## config.mk

```make
export PLATFORM = sky130hd
export DESIGN_NAME = sensor_frame_deframer_core
export DESIGN_NICKNAME = d
export VERILOG_FILES = /design/src/rtl/sfd_pkg.sv /design/src/rtl/sfd_front.sv /design/src/rtl/sfd_queue.sv /design/src/rtl/sfd_back.sv /design/src/rtl/sensor_frame_deframer_core.sv
export VERILOG_INCLUDE_DIRS = /design/src /design/src/rtl
export SDC_FILE = /design/constraint.sdc
export NUM_CORES = 1
export LEC_CHECK = 0
export BUFFER_PORTS_ARGS = -buffer_cell sky130_fd_sc_hd__buf_2
export CAP_MARGIN = 20
export CORE_UTILIZATION = 55
export CTS_CLUSTER_DIAMETER = 40
export DETAILED_ROUTE_END_ITERATION = 10
export HOLD_SLACK_MARGIN = 0.12
export PLACE_DENSITY_LB_ADDON = 0.2
export SLEW_MARGIN = 5
export SYNTH_ARGS = -nofsm -noshare
export SYNTH_HDL_FRONTEND = slang
export SYNTH_SLANG_ARGS = --single-unit
```

## constraint.sdc

```tcl
create_clock -name clk -period 15.55 [get_ports clk]
set_clock_uncertainty 0.2 [all_clocks]
set_input_delay 0.7775 -clock clk [delete_from_list [all_inputs] [get_ports clk]]
set_output_delay 0.7775 -clock clk [all_outputs]
set_load 0.005 [all_outputs]
```

## src/rtl/sensor_frame_deframer_core_assert.svh

```systemverilog
// assertion macros shared by the deframer modules
`ifndef SENSOR_FRAME_DEFRAMER_CORE_ASSERT_SVH
`define SENSOR_FRAME_DEFRAMER_CORE_ASSERT_SVH

// same-cycle implication, disabled while in reset
`define SFD_ASSERT_NOW(label, clk, rst_n, ante, cons) \
    label: assert property (@(posedge clk) disable iff (!rst_n) (ante) |-> (cons)) \
        else $error("deframer assertion failed");

// next-cycle implication, disabled while in reset
`define SFD_ASSERT_NEXT(label, clk, rst_n, ante, cons) \
    label: assert property (@(posedge clk) disable iff (!rst_n) (ante) |=> (cons)) \
        else $error("deframer assertion failed");

`endif

```

## src/rtl/sfd_pkg.sv

```systemverilog
`timescale 1ns / 1ps
package sfd_pkg;

    localparam int FRAME_LEN = 10;
    localparam logic [3:0] LAST_POS = 4'd9;
    localparam logic [3:0] NO_ERROR = 4'd10;

    // field tags
    localparam logic [3:0] TAG_PARITY   = 4'd0;
    localparam logic [3:0] TAG_CITY     = 4'd1;
    localparam logic [3:0] TAG_YEAR     = 4'd2;
    localparam logic [3:0] TAG_MONTH    = 4'd3;
    localparam logic [3:0] TAG_DAY      = 4'd4;
    localparam logic [3:0] TAG_HOUR     = 4'd5;
    localparam logic [3:0] TAG_MINUTE   = 4'd6;
    localparam logic [3:0] TAG_SEQUENCE = 4'd7;
    localparam logic [3:0] TAG_PM       = 4'd8;
    localparam logic [3:0] TAG_GRADE    = 4'd9;
    localparam logic [3:0] TAG_SO2      = 4'd10;
    localparam logic [3:0] TAG_UV       = 4'd11;
    localparam logic [3:0] TAG_TEMP     = 4'd12;
    localparam logic [3:0] TAG_TOTAL    = 4'd13;
    localparam logic [3:0] TAG_ID       = 4'd14;

    // configuration register indexes
    localparam logic [2:0] CFG_MINUTES_PER_SLOT = 3'd0;
    localparam logic [2:0] CFG_BASE_YEAR        = 3'd1;
    localparam logic [2:0] CFG_SO2_LIMIT        = 3'd2;
    localparam logic [2:0] CFG_UV_LIMIT         = 3'd3;
    localparam logic [2:0] CFG_TEMP_HIGH        = 3'd4;
    localparam logic [2:0] CFG_TEMP_LOW         = 3'd5;

    localparam logic [8:0] PM_GRADE1 = 9'd50;
    localparam logic [8:0] PM_GRADE2 = 9'd150;
    localparam logic [8:0] PM_GRADE3 = 9'd300;
    localparam logic [6:0] CITY_MAX  = 7'd9;

    // exact divide by 60 for any 18-bit dividend: (x * DIV60_MUL) >> DIV60_SHIFT
    localparam int MINS_W = 18;
    localparam logic [18:0] DIV60_MUL = 19'd279621;
    localparam int DIV60_SHIFT = 24;

    typedef struct packed {
        logic [3:0]            first_bad;
        logic [9:0][6:0]       data;
    } frame_rec_t;

    typedef struct packed {
        logic [10:0] minutes_per_slot;
        logic [11:0] base_year;
        logic [6:0]  so2_limit;
        logic [6:0]  uv_limit;
        logic [6:0]  temp_high;
        logic [6:0]  temp_low;
    } cfg_t;

endpackage

```

## src/rtl/sfd_front.sv

```systemverilog
`timescale 1ns / 1ps
`include "sensor_frame_deframer_core_assert.svh"
module sfd_front
    import sfd_pkg::*;
(
    input  logic       clk,
    input  logic       rst_n,
    input  logic       in_valid,
    output logic       in_ready,
    input  logic [7:0] frame_byte,
    output logic       push_valid,
    input  logic       push_ready,
    output frame_rec_t push_rec
);

    logic [3:0] byte_count_reg, byte_count_next;
    logic [3:0] first_bad_reg, first_bad_next;
    logic [3:0] bad_now;
    logic [6:0] store_reg [FRAME_LEN-1];
    logic       take;
    logic       is_last;

    assign is_last    = (byte_count_reg == LAST_POS);
    assign in_ready   = !is_last || push_ready;
    assign take       = in_valid && in_ready;
    assign push_valid = in_valid && is_last;

    // odd parity: an even count of ones marks a bad byte
    always_comb
    begin
        bad_now = first_bad_reg;
        if ((first_bad_reg == NO_ERROR) && !(^frame_byte))
        begin
            bad_now = byte_count_reg;
        end
    end

    always_comb
    begin
        byte_count_next = byte_count_reg;
        first_bad_next  = first_bad_reg;
        if (take)
        begin
            if (is_last)
            begin
                byte_count_next = 4'd0;
                first_bad_next  = NO_ERROR;
            end
            else
            begin
                byte_count_next = byte_count_reg + 4'd1;
                first_bad_next  = bad_now;
            end
        end
    end

    always_comb
    begin
        push_rec.first_bad = bad_now;
        for (int i = 0; i < FRAME_LEN - 1; i++)
        begin
            push_rec.data[i] = store_reg[i];
        end
        push_rec.data[FRAME_LEN-1] = frame_byte[6:0];
    end

    always_ff @(posedge clk or negedge rst_n)
    begin
        if (!rst_n)
        begin
            byte_count_reg <= 4'd0;
            first_bad_reg  <= NO_ERROR;
        end
        else
        begin
            byte_count_reg <= byte_count_next;
            first_bad_reg  <= first_bad_next;
        end
    end

    always_ff @(posedge clk)
    begin
        if (take && !is_last)
        begin
            store_reg[byte_count_reg] <= frame_byte[6:0];
        end
    end

    // a recorded parity error always points at a byte already taken
    `SFD_ASSERT_NOW(a_bad_in_frame, clk, rst_n, first_bad_reg != NO_ERROR, first_bad_reg < byte_count_reg)

endmodule

```

## src/rtl/sfd_queue.sv

```systemverilog
`timescale 1ns / 1ps
`include "sensor_frame_deframer_core_assert.svh"
module sfd_queue
    import sfd_pkg::*;
#(
    parameter int DEPTH = 2
)
(
    input  logic       clk,
    input  logic       rst_n,
    input  logic       push_valid,
    output logic       push_ready,
    input  frame_rec_t push_rec,
    output logic       pop_valid,
    input  logic       pop_ready,
    output frame_rec_t pop_rec
);

    localparam int PTR_W = $clog2(DEPTH);
    localparam int CNT_W = $clog2(DEPTH + 1);

    frame_rec_t       mem_reg [DEPTH];
    logic [PTR_W-1:0] wr_ptr_reg, wr_ptr_next;
    logic [PTR_W-1:0] rd_ptr_reg, rd_ptr_next;
    logic [CNT_W-1:0] count_reg, count_next;
    logic             push;
    logic             pop;

    assign push_ready = (count_reg != CNT_W'(DEPTH));
    assign pop_valid  = (count_reg != '0);
    assign push       = push_valid && push_ready;
    assign pop        = pop_valid && pop_ready;
    assign pop_rec    = mem_reg[rd_ptr_reg];

    always_comb
    begin
        wr_ptr_next = wr_ptr_reg;
        rd_ptr_next = rd_ptr_reg;
        count_next  = count_reg;
        if (push)
        begin
            wr_ptr_next = (wr_ptr_reg == PTR_W'(DEPTH - 1)) ? '0 : wr_ptr_reg + PTR_W'(1);
        end
        if (pop)
        begin
            rd_ptr_next = (rd_ptr_reg == PTR_W'(DEPTH - 1)) ? '0 : rd_ptr_reg + PTR_W'(1);
        end
        if (push && !pop)
        begin
            count_next = count_reg + CNT_W'(1);
        end
        else if (pop && !push)
        begin
            count_next = count_reg - CNT_W'(1);
        end
    end

    always_ff @(posedge clk or negedge rst_n)
    begin
        if (!rst_n)
        begin
            wr_ptr_reg <= '0;
            rd_ptr_reg <= '0;
            count_reg  <= '0;
        end
        else
        begin
            wr_ptr_reg <= wr_ptr_next;
            rd_ptr_reg <= rd_ptr_next;
            count_reg  <= count_next;
        end
    end

    always_ff @(posedge clk)
    begin
        if (push)
        begin
            mem_reg[wr_ptr_reg] <= push_rec;
        end
    end

    `SFD_ASSERT_NEXT(a_pop_drops_count, clk, rst_n, pop && !push, count_reg == $past(count_reg) - CNT_W'(1))

endmodule

```

## src/rtl/sfd_back.sv

```systemverilog
`timescale 1ns / 1ps
`include "sensor_frame_deframer_core_assert.svh"
module sfd_back
    import sfd_pkg::*;
(
    input  logic        clk,
    input  logic        rst_n,
    input  cfg_t        cfg,
    input  logic        pop_valid,
    output logic        pop_ready,
    input  frame_rec_t  pop_rec,
    output logic        out_valid,
    input  logic        out_ready,
    output logic [3:0]  field_tag,
    output logic [12:0] field_value,
    output logic        field_alarm,
    output logic        run_last
);

    frame_rec_t        rec_reg;
    logic              active_reg, active_next;
    logic [3:0]        idx_reg, idx_next;
    logic [6:0]        last_slot_reg, last_slot_next;
    logic [MINS_W-1:0] mins_reg;
    logic [12:0]       quot_reg;
    logic [36:0]       quot_prod;
    logic [18:0]       q60;
    logic [18:0]       rem_wide;
    logic              out_valid_reg;
    logic [3:0]        tag_reg;
    logic [12:0]       value_reg;
    logic              alarm_reg;
    logic              last_reg;

    logic              load;
    logic              issue;
    logic              seq_accept;
    logic              reject_now;
    logic [6:0]        slot;
    logic [8:0]        pm;
    logic [1:0]        grade;
    logic [12:0]       f_value;
    logic              f_alarm;
    logic              f_last;

    assign load      = !active_reg && pop_valid;
    assign pop_ready = load;
    assign issue     = active_reg && (!out_valid_reg || out_ready);

    assign slot = rec_reg.data[3];
    assign pm   = {rec_reg.data[2][6:5], rec_reg.data[4]};

    assign seq_accept = (last_slot_reg == 7'd0)
                     || (({1'b0, last_slot_reg} + 8'd1) == {1'b0, slot});
    assign reject_now = issue && (idx_reg == TAG_SEQUENCE) && !seq_accept;

    // hour by reciprocal multiply, minute by subtracting 60 * hour
    assign quot_prod = {19'd0, mins_reg} * {18'd0, DIV60_MUL};
    assign q60       = {quot_reg, 6'b0} - {4'b0, quot_reg, 2'b0};
    assign rem_wide  = {1'b0, mins_reg} - q60;

    always_comb
    begin
        priority if (pm < PM_GRADE1)
        begin
            grade = 2'd0;
        end
        else if (pm < PM_GRADE2)
        begin
            grade = 2'd1;
        end
        else if (pm < PM_GRADE3)
        begin
            grade = 2'd2;
        end
        else
        begin
            grade = 2'd3;
        end
    end

    always_comb
    begin
        f_value = 13'd0;
        f_alarm = 1'b0;
        f_last  = 1'b0;
        unique case (idx_reg)
            TAG_PARITY:
            begin
                f_value = {9'd0, rec_reg.first_bad};
                f_alarm = (rec_reg.first_bad != NO_ERROR);
            end
            TAG_CITY:
            begin
                f_value = {6'd0, rec_reg.data[0]};
                f_alarm = (rec_reg.data[0] > CITY_MAX);
            end
            TAG_YEAR:     f_value = {1'b0, cfg.base_year} + {10'd0, rec_reg.data[1][6:4]};
            TAG_MONTH:    f_value = {9'd0, rec_reg.data[1][3:0]};
            TAG_DAY:      f_value = {8'd0, rec_reg.data[2][4:0]};
            TAG_HOUR:     f_value = quot_reg;
            TAG_MINUTE:   f_value = {7'd0, rem_wide[5:0]};
            TAG_SEQUENCE:
            begin
                f_value = {12'd0, !seq_accept};
                f_alarm = !seq_accept;
                f_last  = !seq_accept;
            end
            TAG_PM:       f_value = {4'd0, pm};
            TAG_GRADE:
            begin
                f_value = {11'd0, grade};
                f_alarm = (grade == 2'd3);
            end
            TAG_SO2:
            begin
                f_value = {6'd0, rec_reg.data[5]};
                f_alarm = (rec_reg.data[5] > cfg.so2_limit);
            end
            TAG_UV:
            begin
                f_value = {6'd0, rec_reg.data[6]};
                f_alarm = (rec_reg.data[6] > cfg.uv_limit);
            end
            TAG_TEMP:
            begin
                f_value = {6'd0, rec_reg.data[7]};
                f_alarm = (rec_reg.data[7] > cfg.temp_high) || (rec_reg.data[7] < cfg.temp_low);
            end
            TAG_TOTAL:    f_value = {6'd0, rec_reg.data[8]};
            TAG_ID:
            begin
                f_value = {6'd0, rec_reg.data[9]};
                f_last  = 1'b1;
            end
            default:
            begin
                f_value = 13'd0;
                f_alarm = 1'b0;
                f_last  = 1'b1;
            end
        endcase
    end

    always_comb
    begin
        active_next    = active_reg;
        idx_next       = idx_reg;
        last_slot_next = last_slot_reg;
        if (load)
        begin
            active_next = 1'b1;
            idx_next    = TAG_PARITY;
        end
        else if (issue)
        begin
            idx_next = idx_reg + 4'd1;
            if (f_last)
            begin
                active_next = 1'b0;
            end
            if ((idx_reg == TAG_SEQUENCE) && seq_accept)
            begin
                last_slot_next = slot;
            end
        end
    end

    always_ff @(posedge clk or negedge rst_n)
    begin
        if (!rst_n)
        begin
            active_reg    <= 1'b0;
            idx_reg       <= TAG_PARITY;
            last_slot_reg <= 7'd0;
            out_valid_reg <= 1'b0;
        end
        else
        begin
            active_reg    <= active_next;
            idx_reg       <= idx_next;
            last_slot_reg <= last_slot_next;
            if (issue)
            begin
                out_valid_reg <= 1'b1;
            end
            else if (out_ready)
            begin
                out_valid_reg <= 1'b0;
            end
        end
    end

    always_ff @(posedge clk)
    begin
        if (load)
        begin
            rec_reg  <= pop_rec;
            mins_reg <= {7'd0, cfg.minutes_per_slot} * {11'd0, pop_rec.data[3]};
        end
        quot_reg <= quot_prod[DIV60_SHIFT +: 13];
        if (issue)
        begin
            tag_reg   <= idx_reg;
            value_reg <= f_value;
            alarm_reg <= f_alarm;
            last_reg  <= f_last;
        end
    end

    assign out_valid   = out_valid_reg;
    assign field_tag   = tag_reg;
    assign field_value = value_reg;
    assign field_alarm = alarm_reg;
    assign run_last    = last_reg;

    `SFD_ASSERT_NEXT(a_load_starts_run, clk, rst_n, load, active_reg && (idx_reg == TAG_PARITY))
    `SFD_ASSERT_NEXT(a_reject_ends_run, clk, rst_n, reject_now, out_valid_reg && last_reg && !active_reg)

endmodule

```

## src/rtl/sensor_frame_deframer_core.sv

```systemverilog
// data path: front, queue, the back end's frame register, then the output register
// input: one byte per cycle while in_ready is high; output: one field per cycle within a
//   run while out_ready allows, 15 fields or 8 on a reject; the back end loads a frame,
//   issues its fields and only then loads the next one
// reset: rst_n asynchronous, clears counters, queue, slot history and output valid,
//   and returns the configuration registers to their defaults
`timescale 1ns / 1ps
module sensor_frame_deframer_core
    import sfd_pkg::*;
#(
    parameter int QUEUE_DEPTH = 2   // frames buffered between front and back, 2 or more
)
(
    input  logic        clk,
    input  logic        rst_n,
    // configuration write port
    input  logic        cfg_wr_en,
    input  logic [2:0]  cfg_index,
    input  logic [11:0] cfg_data,
    // byte input channel
    input  logic        in_valid,
    output logic        in_ready,
    input  logic [7:0]  frame_byte,
    // field output channel
    output logic        out_valid,
    input  logic        out_ready,
    output logic [3:0]  field_tag,
    output logic [12:0] field_value,
    output logic        field_alarm,
    output logic        run_last
);

    // configuration registers: the user writes only while the block is idle; not enforced
    cfg_t       cfg_reg;

    // front to queue transfer
    logic       push_valid;
    logic       push_ready;
    frame_rec_t push_rec;

    // queue to back transfer
    logic       pop_valid;
    logic       pop_ready;
    frame_rec_t pop_rec;

    always_ff @(posedge clk or negedge rst_n)
    begin
        if (!rst_n)
        begin
            cfg_reg.minutes_per_slot <= 11'd14;
            cfg_reg.base_year        <= 12'd2017;
            cfg_reg.so2_limit        <= 7'd20;
            cfg_reg.uv_limit         <= 7'd7;
            cfg_reg.temp_high        <= 7'd30;
            cfg_reg.temp_low         <= 7'd5;
        end
        else if (cfg_wr_en)
        begin
            // indexes beyond the list are ignored
            unique case (cfg_index)
                CFG_MINUTES_PER_SLOT: cfg_reg.minutes_per_slot <= cfg_data[10:0];
                CFG_BASE_YEAR:        cfg_reg.base_year        <= cfg_data;
                CFG_SO2_LIMIT:        cfg_reg.so2_limit        <= cfg_data[6:0];
                CFG_UV_LIMIT:         cfg_reg.uv_limit         <= cfg_data[6:0];
                CFG_TEMP_HIGH:        cfg_reg.temp_high        <= cfg_data[6:0];
                CFG_TEMP_LOW:         cfg_reg.temp_low         <= cfg_data[6:0];
                default:              cfg_reg                  <= cfg_reg;
            endcase
        end
    end

    // front: gathers bytes, tracks the first parity failure, hands over whole frames
    sfd_front u_front (
        .clk        (clk),
        .rst_n      (rst_n),
        .in_valid   (in_valid),
        .in_ready   (in_ready),
        .frame_byte (frame_byte),
        .push_valid (push_valid),
        .push_ready (push_ready),
        .push_rec   (push_rec)
    );

    // short frame queue so the front keeps taking bytes while a run drains
    sfd_queue #(
        .DEPTH (QUEUE_DEPTH)
    ) u_queue (
        .clk        (clk),
        .rst_n      (rst_n),
        .push_valid (push_valid),
        .push_ready (push_ready),
        .push_rec   (push_rec),
        .pop_valid  (pop_valid),
        .pop_ready  (pop_ready),
        .pop_rec    (pop_rec)
    );

    // back: decodes a field per unstalled cycle to the output register; checks slot order
    sfd_back u_back (
        .clk         (clk),
        .rst_n       (rst_n),
        .cfg         (cfg_reg),
        .pop_valid   (pop_valid),
        .pop_ready   (pop_ready),
        .pop_rec     (pop_rec),
        .out_valid   (out_valid),
        .out_ready   (out_ready),
        .field_tag   (field_tag),
        .field_value (field_value),
        .field_alarm (field_alarm),
        .run_last    (run_last)
    );

endmodule

```

* Yosys cells after proc, flatten, opt, wreduce, memory -nomap -nowiden
Memories as Yosys holds them, arrays and structs flattened.
Index checks and enable logic that the tools add are counted.
** Storage, ports and cells
- Output and inout bits :: 21
- Bits in registers :: 200
- Memories kept :: 2
- Bits of input ports :: 28
- Logic and storage cells :: 144
- Bits in writable memories :: 211
** Cells by class
- $lt $le $gt $ge :: 8
- Reductions and logical operators :: 40
- Multiply operators :: 2
- Eq/ne operators :: 25
- $add $sub $neg :: 10
- Bitwise gates (word level) :: 1
- Mux-type cells :: 24
** Memories
- u_queue.mem_reg :: words 2, bits a word 74, read ports 1, clocked after Yosys merged registers in 0, wr ports 1, RTL line sfd_queue.sv:22 : frame_rec_t mem_reg [DEPTH];
- u_front.store_reg :: words 9, bits a word 7, read ports 9, clocked after Yosys merged registers in 0, wr ports 1, RTL line sfd_front.sv:19 : logic [6:0] store_reg [FRAME_LEN-1];
** Operators by type and width (count)
- $pmux 13 s15 :: 1
- $mul 18x19->37 const B :: 1
- $eq 4x4->1 const B :: 9
- $gt 7x7->1 :: 3
- $mux 4 :: 5
- $mul 11x7->18 :: 1
- $eq 4x3->1 const B :: 4
- $reduce_and 2->1 :: 7
- $add 12x3->13 :: 1
- $reduce_or 13->1 :: 1
- $mux 1 :: 12
- $logic_and 1x1->1 :: 11
- $reduce_bool 2->1 :: 5
- $lt 9x6->1 const B :: 1
- $lt 9x8->1 const B :: 1
- $lt 9x9->1 const B :: 1
- $add 4x1->4 const B :: 2
- $add 7x1->8 const B :: 1
- $eq 4x2->1 const B :: 2
- $eq 8x7->1 :: 1
- $mux 2 :: 4
- $reduce_xor 8->1 :: 1
- $gt 7x4->1 const B :: 1
- $logic_not 1->1 :: 7
- other kinds (21) :: 27

* Depth between registers and ports, before layout
Gate-level depths: netlist (run 1).
- Depth in word-level cells :: 8
- Gate-level depth with buffers :: 20

* By module
A second synthesis (run 1) with hierarchy kept.
** Second synthesis, totals
- Cells, all modules :: 1641
- Area, all modules :: 22241.3 µm²
** Modules (own cells, without submodules)
- sfd_back :: area an instance 11982.7 µm², times used 1, cells an instance 1134, sequential area each 3918.8 µm²
- sfd_queue :: area an instance 5736.8 µm², times used 1, cells an instance 248, sequential area each 4544.4 µm²
- sfd_front :: area an instance 2555.0 µm², times used 1, cells an instance 147, sequential area each 2094.5 µm²
- sensor_frame_deframer_core :: area an instance 1966.9 µm², times used 1, cells an instance 112, sequential area each 1302.5 µm²

* Worst setup path before layout (run 1)
OpenSTA, ideal clock, no wires.
- Path kind :: input to register
- From :: input port in_valid
- To :: memory u_queue.mem_reg[0][0] (netlist name), enable pin
- Data arrival time :: 4943 ps
- Path slack :: 9891 ps
- Data required time :: 14834 ps
- Stages :: 3
- Setup time :: 516 ps
- Path through :: clkbuf_1 -> nor3b_1 -> nor2b_1
** On the way
- Longest elaborated chain between the ends :: 4
** RTL lines
- from (decl) :: RTL line sensor_frame_deframer_core.sv:21 : input logic in_valid,
- $logic_and 1x1->1 :: RTL line sfd_front.sv:26 : assign push_valid = in_valid && is_last;
- $logic_and 1x1->1 :: RTL line sfd_queue.sv:31 : assign push = push_valid && push_ready;
- named net u_queue.push :: RTL line sfd_queue.sv:26 : logic push;
- $mux 1 :: RTL line sfd_queue.sv:76 : if (push)
- $mux 1 (implied by the code) :: RTL line sfd_queue.sv:78 : mem_reg[wr_ptr_reg] <= push_rec;
- to (decl) :: RTL line sfd_queue.sv:22
The timed path passes the listed nets, and every way through them passes these cells.

* Final worst setup path (run 1)
- From :: register u_queue.rd_ptr_reg
- To :: register u_back.mins_reg[17], data pin
** On the way
- Longest elaborated chain between the ends :: 2
** RTL lines
- from (decl) :: RTL line sfd_queue.sv:24 : logic [PTR_W-1:0] rd_ptr_reg, rd_ptr_next;
- from (signal assigned) :: RTL line sfd_queue.sv:69 : rd_ptr_reg <= rd_ptr_next;
- $mem_v2 2x74
- $mul 11x7->18 :: RTL line sfd_back.sv:199 : mins_reg <= {7'd0, cfg.minutes_per_slot} * {11'd0, pop_rec.data[3]};
- to (signal assigned) :: RTL line sfd_back.sv:199
- to (decl) :: RTL line sfd_back.sv:24 : logic [MINS_W-1:0] mins_reg;
No other way between the ends.
A chain may end at the register's enable or synchronous reset.

==> results of run 1 <==
==> path summary, 6_finish.rpt <==
kind,cells after the start,start,to
min in group asynchronous,2,rst_n,u_front.byte_count_reg[1]
max reg2reg,18,u_queue.rd_ptr_reg,u_back.mins_reg[17]
min,2,cfg_data[11],cfg_reg[39]
max in group asynchronous,3,rst_n,cfg_reg[49]
max,18,u_queue.rd_ptr_reg,u_back.mins_reg[17]
min reg2reg,0,u_front.store_reg[6][0],u_queue.mem_reg[1][42]
==> cell type report <==
type,instances,area (sq um),share of cell area
well taps,518,648.1,0.02640
inverters,199,748.2,0.03047
clock inverters,39,417.9,0.01702
clock buffers,62,1403,0.05712
multi-input cells,990,9121,0.3715
flip-flops and latches,411,11860,0.4831
repair buffers,63,354.1,0.01442
==> layout by cell type (no fill, tap or decap), types with 12 or more instances in the layout <==
cell       count
xnor2_1       35
dfrtp_1       52
inv_1        197
mux2_2       120
nand2_1      108
nand4_1       19
fa_1          86
nor2_1        43
a21o_1        25
xor2_1        26
nor2b_1       18
dfstp_2       23
o21ai_0       54
inv_6         12
nand3_1       21
buf_2         50
clkbuf_16     55
dfxtp_1       13
and2_1        35
edfxtp_1     322
a21oi_1       54
ha_1         186
==> stage by stage <==
step | setup WS (ns) | util | hold WS, ns | std cells
floorplan | 9.891 | - | 0.2215 | 1642
global placement | 9.435 | 0.5832 | 0.2224 | 2176
detailed placement | 9.325 | 0.5836 | 0.2291 | 2179
CTS | 9.282 | 0.6306 | 0.1841 | 2281
global route | 8.958 | 0.6309 | 0.2025 | 2282
finish | 9.356 | 0.6309 | 0.2172 | 2282
==> per-layer routing <==
layer,vias up,global-route usage,share of wire
li1,6047,-,-
met1,6624,0.3460,0.44
met2,397,0.4169,0.48
met3,87,0.03887,0.050
met4,0,0.09226,0.032
met5,-,0,0
==> worst max-delay path: cells and delay by family, from the launching register on <==
family	cells	cell delay [ns]
buffers and inverters	4	0.92
adder cells (fa/ha/maj)	5	2.39
flip-flops	1	0.43
XOR/XNOR	1	0.08
AO/OA/AOI/OAI	5	1.13
AND/OR/NAND/NOR	2	0.29
multiplexers	1	0.48
==> cell families (layout without fill, tap and decap cells) <==
family                   Yosys count  after routing  synth area share
AO/OA/AOI/OAI                    233            233           0.07149
XOR/XNOR                          61             61           0.02444
adder cells (fa/ha/maj)          272            272            0.1852
buffers and inverters            241            363           0.04195
flip-flops                       411            411            0.5425
multiplexers                     125            125           0.06456
AND/OR/NAND/NOR                  299            299           0.06983
==> repair_timing <==
action,4_1_cts,5_1_grt
resized for setup,0,0
setup endpoints to repair,0,0
endpoints found under the hold margin,11,0
hold buffers,1,0
==> impl_results.md, run 1 <==
* Run status: complete, no violations
* Most frequent cells after synthesis: 322 x edfxtp_1, 198 x inv_1, 186 x ha_1
* Layout area overhead at 12.32%
* Top area cells in the synthesized netlist: edfxtp_1 44%, ha_1 11%, fa_1 7.9%
* Clock tree buffer depth at 3
* Critical path type: register to register
* Finished Cell Area at 24,550 sq um
* Yosys warnings at 0
* Post-synth ARST share at 0.1849
* DRT Pass-1 Iters at 5
* Flop-to-flop setup slack at 9.36 ns
* Clock tree from TritonCTS: done
* Placed instance area at 22,710 sq um
* Clock latency on the worst-skew pair at 0.60 ns
* Fin crit share at 0.3983
* Setup Buffers After CTS at 0
* Flip-flop count of the largest register after layout at 148
* Crit-path cells: buf_4, mux2_2, nand2_1, fa_1, inv_1, fa_1, inv_1, fa_1, fa_1, inv_1, ha_1, a21o_1, a21o_1, a21oi_1, nand4b_1, a31o_2, a21oi_1, xnor2_1
* Detail Route Antenna Nets at 0
* Setup violators final at 0
* Yosys reg bits at 411
* Via Count at 13,160
* Layout fillers at 3,011
* Slew headroom at 0.2698
* Vias in the first global route at 13,750
* Fin crit period at 6.194 ns
* Worst path most repeated cell: fa_1
* Syn_nets at 1,942
* # diodes at 0
* First-pass GRT wire length at 78.27 mm
* Gr usage total at 0.2546
* Top-level I/O count at 49
* Setup TNS at 0 ns
* CTS Root Cell: clkbuf_16
* DRC at 0
* Nets at 2,019
* DP HPWL at 35.04 mm
* Leading area contributor after synthesis: edfxtp_1
* Syn avg cell area at 13.31 sq um
* Fmax at 161.5 MHz
* Worst-Margin Slew at 1.095 ns
* Largest net degree at the start of global routing at 71
* Worst EP arrival at 6.33 ns
* Starting density of the core at 0.5617
* Syn Std Cell Area at 21,860 sq um
* WL/cell at 21.85 microns
* Critical Path RT at 15.69 ns
* Vias per cell at 5.765
* Share of cells above drive strength 1 at 0.1786
* RSZ-0062 raised after global routing: false
* Max-slew violations at 0
* Final WL at 49.86 mm
* Setup crit end kind: register
* DIE AREA at 40,550 sq um
* Clock Pin Slew Worst Setup and Hold Paths at 0.06 ns
* Critical path peak fanout at 70
* Sequential area share after synthesis at 0.5425
* Grt total ovfl at 0
* Die Wd at 201.4 microns
* Max-cap check violation count at 0
* IO buf count at 48
* Post-synth EDFFs at 322
* Post-Synthesis Cells at 1,642
* Die Ht at 201.4 microns
* GPL Wtd Cong at 0.8761
* Count leader, synth: edfxtp_1
* Synth top area share at 0.4423
* Endpoints failing hold at 0
* Worst setup SP type: register
* Initial antenna violation count at 0
* Worst hold path type: input pin to register
* CP max stage cell: buf_4
* Core area at 38,920 sq um
* Number of buffers created by CTS at 54
* Unique cell type count in the Yosys netlist at 70
* Slowest Stage Delay on Critical Path at 0.76 ns
* First DRT Iteration DRCs at 928
* Num rows at 72
* H-tree level count at 2
* Synth Flop Type: edfxtp_1
* # clock sinks at 411
Power of run 1 is left out: the tool's default activity adds up to more than one toggle a clock period on the data nets, which glitch-free logic cannot reach.
==> run 2: changes to the inputs <==
==> constraint.sdc (replaced) <==
create_clock -name clk -period 5.5 [get_ports clk]
set_clock_uncertainty 0.2 [all_clocks]
set_input_delay 0.275 -clock clk [delete_from_list [all_inputs] [get_ports clk]]
set_output_delay 0.275 -clock clk [all_outputs]
set_load 0.005 [all_outputs]
==> run 2 against run 1 <==
Net effect: worst hold slack worse by 0.039 ns; utilization up 1.9 points; clock-buffer cell count down 3; highest routed layer unchanged; critical endpoint unchanged; routed wire length up 0.40%; global-route usage up 0.28 points.
==> impl_results.md, run 2 (synthesis gave the netlist of run 1 again) <==
* Layout area overhead at 15.67%
* Pre-CTS setup slack at 0.1967 ns
* Crit-path cells: mux2_2, nand2_1, fa_1, inv_1, fa_1, inv_1, fa_1, fa_1, inv_1, ha_1, a21o_1, a21o_1, a21oi_2, nand4b_1, a31o_2, a21oi_1, xnor2_1
* Flip-flop count of the largest register after layout at 148
* DIE AREA at 40,550 sq um
* Final WS setup at 0.2225 ns
* DRT Pass-1 Iters at 5
* Worst setup SP type: register
* Flop-to-flop setup slack at 0.22 ns
* Number of buffers created by CTS at 56
* Core area at 38,920 sq um
* Setup crit end kind: register
* Final WL at 50.06 mm
* Fmax at 189.5 MHz
* # clock sinks at 411
* CP max stage cell: fa_1
* Most frequent cells in the layout: 322 x edfxtp_1, 197 x inv_1, 185 x ha_1
* Hold Crit Endpoint: cfg_reg[41]
* Critical Path RT at 5.64 ns
* Largest net degree at the start of global routing at 75
* Max-cap check violation count at 0
* Nets at 2,075
* WL/cell at 21.38 microns
* Num rows at 72
* Worst hold slack at 0.1781 ns
* CTS Root Cell: clkbuf_16
* Die Wd at 201.4 microns
* Run status: complete, no violations
* Grt total ovfl at 0
* Top-level I/O count at 49
* Via Count at 13,290
* Reg2Reg Capture Point: u_back.mins_reg[17]
* Placed Cells at 2,187
* GPL Wtd Cong at 0.9212
* First DRT Iteration DRCs at 715
* Fin crit share at 0.9595
* Vias in the first global route at 14,160
* Die Ht at 201.4 microns
* Final non-filler cell total at 2,341
* Initial antenna violation count at 0
* Buf/Inv on CP at 3
* Hold path start: cfg_index[2]
* Setup violators final at 0
* Detail Route Antenna Nets at 0
* Share of cells above drive strength 1 at 0.1895
* Starting density of the core at 0.5617
* Worst path most repeated cell: fa_1
* Worst-Margin Slew at 1.102 ns
* Slew headroom at 0.2594
* Slowest Stage Delay on Critical Path at 0.56 ns
* Reg2Reg Depth at 17
* Max-slew violations at 0
* Critical path peak fanout at 12
* Worst r2r src: u_queue.rd_ptr_reg
* Most common cell after layout, fill and taps aside: edfxtp_1
* Endpoints failing hold at 0
* IO buf count at 48
* Hold Path Depth at 4
* Vias per cell at 5.677
* Clock Pin Slew Worst Setup and Hold Paths at 0.06 ns
* H-tree level count at 2
* Worst hold path type: input pin to register
* Fin crit period at 5.277 ns
* Clock tree buffer depth at 3
* First-pass GRT wire length at 78.76 mm
* Gr usage total at 0.2575
* Crit path max-delay family: adder cells
* Critical path type: register to register
* DRC at 0
* Clock latency on the worst-skew pair at 0.61 ns
* Worst EP arrival at 5.42 ns
* DP HPWL at 34.92 mm
* Clock tree from TritonCTS: done
## run 2: final cells by class
type | count | area, sq um
inverters | 199 | 749.5
flip-flops and latches | 411 | 11860
clock buffers | 59 | 1434
fillers | 2912 | 13630
repair buffers | 117 | 893.4
clock inverters | 45 | 540.5
well taps | 518 | 648.1
multi-input cells | 990 | 9155
diodes | 2 | 5.005
## run 2: how the worst max path moves through the flow
stage / end / cells after the start / startpoint
floorplan: u_back.mins_reg[17] / 19 / u_queue.rd_ptr_reg
global placement: u_back.mins_reg[17] / 17 / u_queue.rd_ptr_reg
detailed placement: u_back.quot_reg[12] / 15 / u_back.mins_reg[16]
CTS: u_back.quot_reg[8] / 16 / u_back.mins_reg[16]
global route: u_back.mins_reg[17] / 17 / u_queue.rd_ptr_reg
finish: u_back.mins_reg[17] / 17 / u_queue.rd_ptr_reg
## run 2: timing repair
action,4_1_cts,5_1_grt
hold buffers,41,0
resized for setup,0,8
setup endpoints to repair,0,12
setup buffers,0,5
hold endpoints to repair,201,0
## run 2: stage by stage
stage,instance area (sq um),util,TNS [ns]
final,25290,0.6498,0
after global routing,25280,0.6496,-0.001112
after CTS,25180,0.6470,0
after detailed placement,22790,0.5857,0
after global placement,22790,0.5857,0
after floorplan,21860,-,0
## run 2: metal layers
| layer | GRT usage | share of wire | up-vias |
|---|---|---|---|
| met1 | 0.3348 | 0.42 | 6654 |
| li1 | - | - | 6163 |
| met2 | 0.4400 | 0.50 | 370 |
| met5 | 0 | 0 | - |
| met3 | 0.03401 | 0.050 | 103 |
| met4 | 0.09876 | 0.034 | 0 |
## run 2: tightest hold or removal path, stage by stage
cell     delay (ns)
buf_2          0.18
nor4b_2        0.07
buf_4          0.19
mux2_2         0.23
Power of run 2 is left out for the same reason.
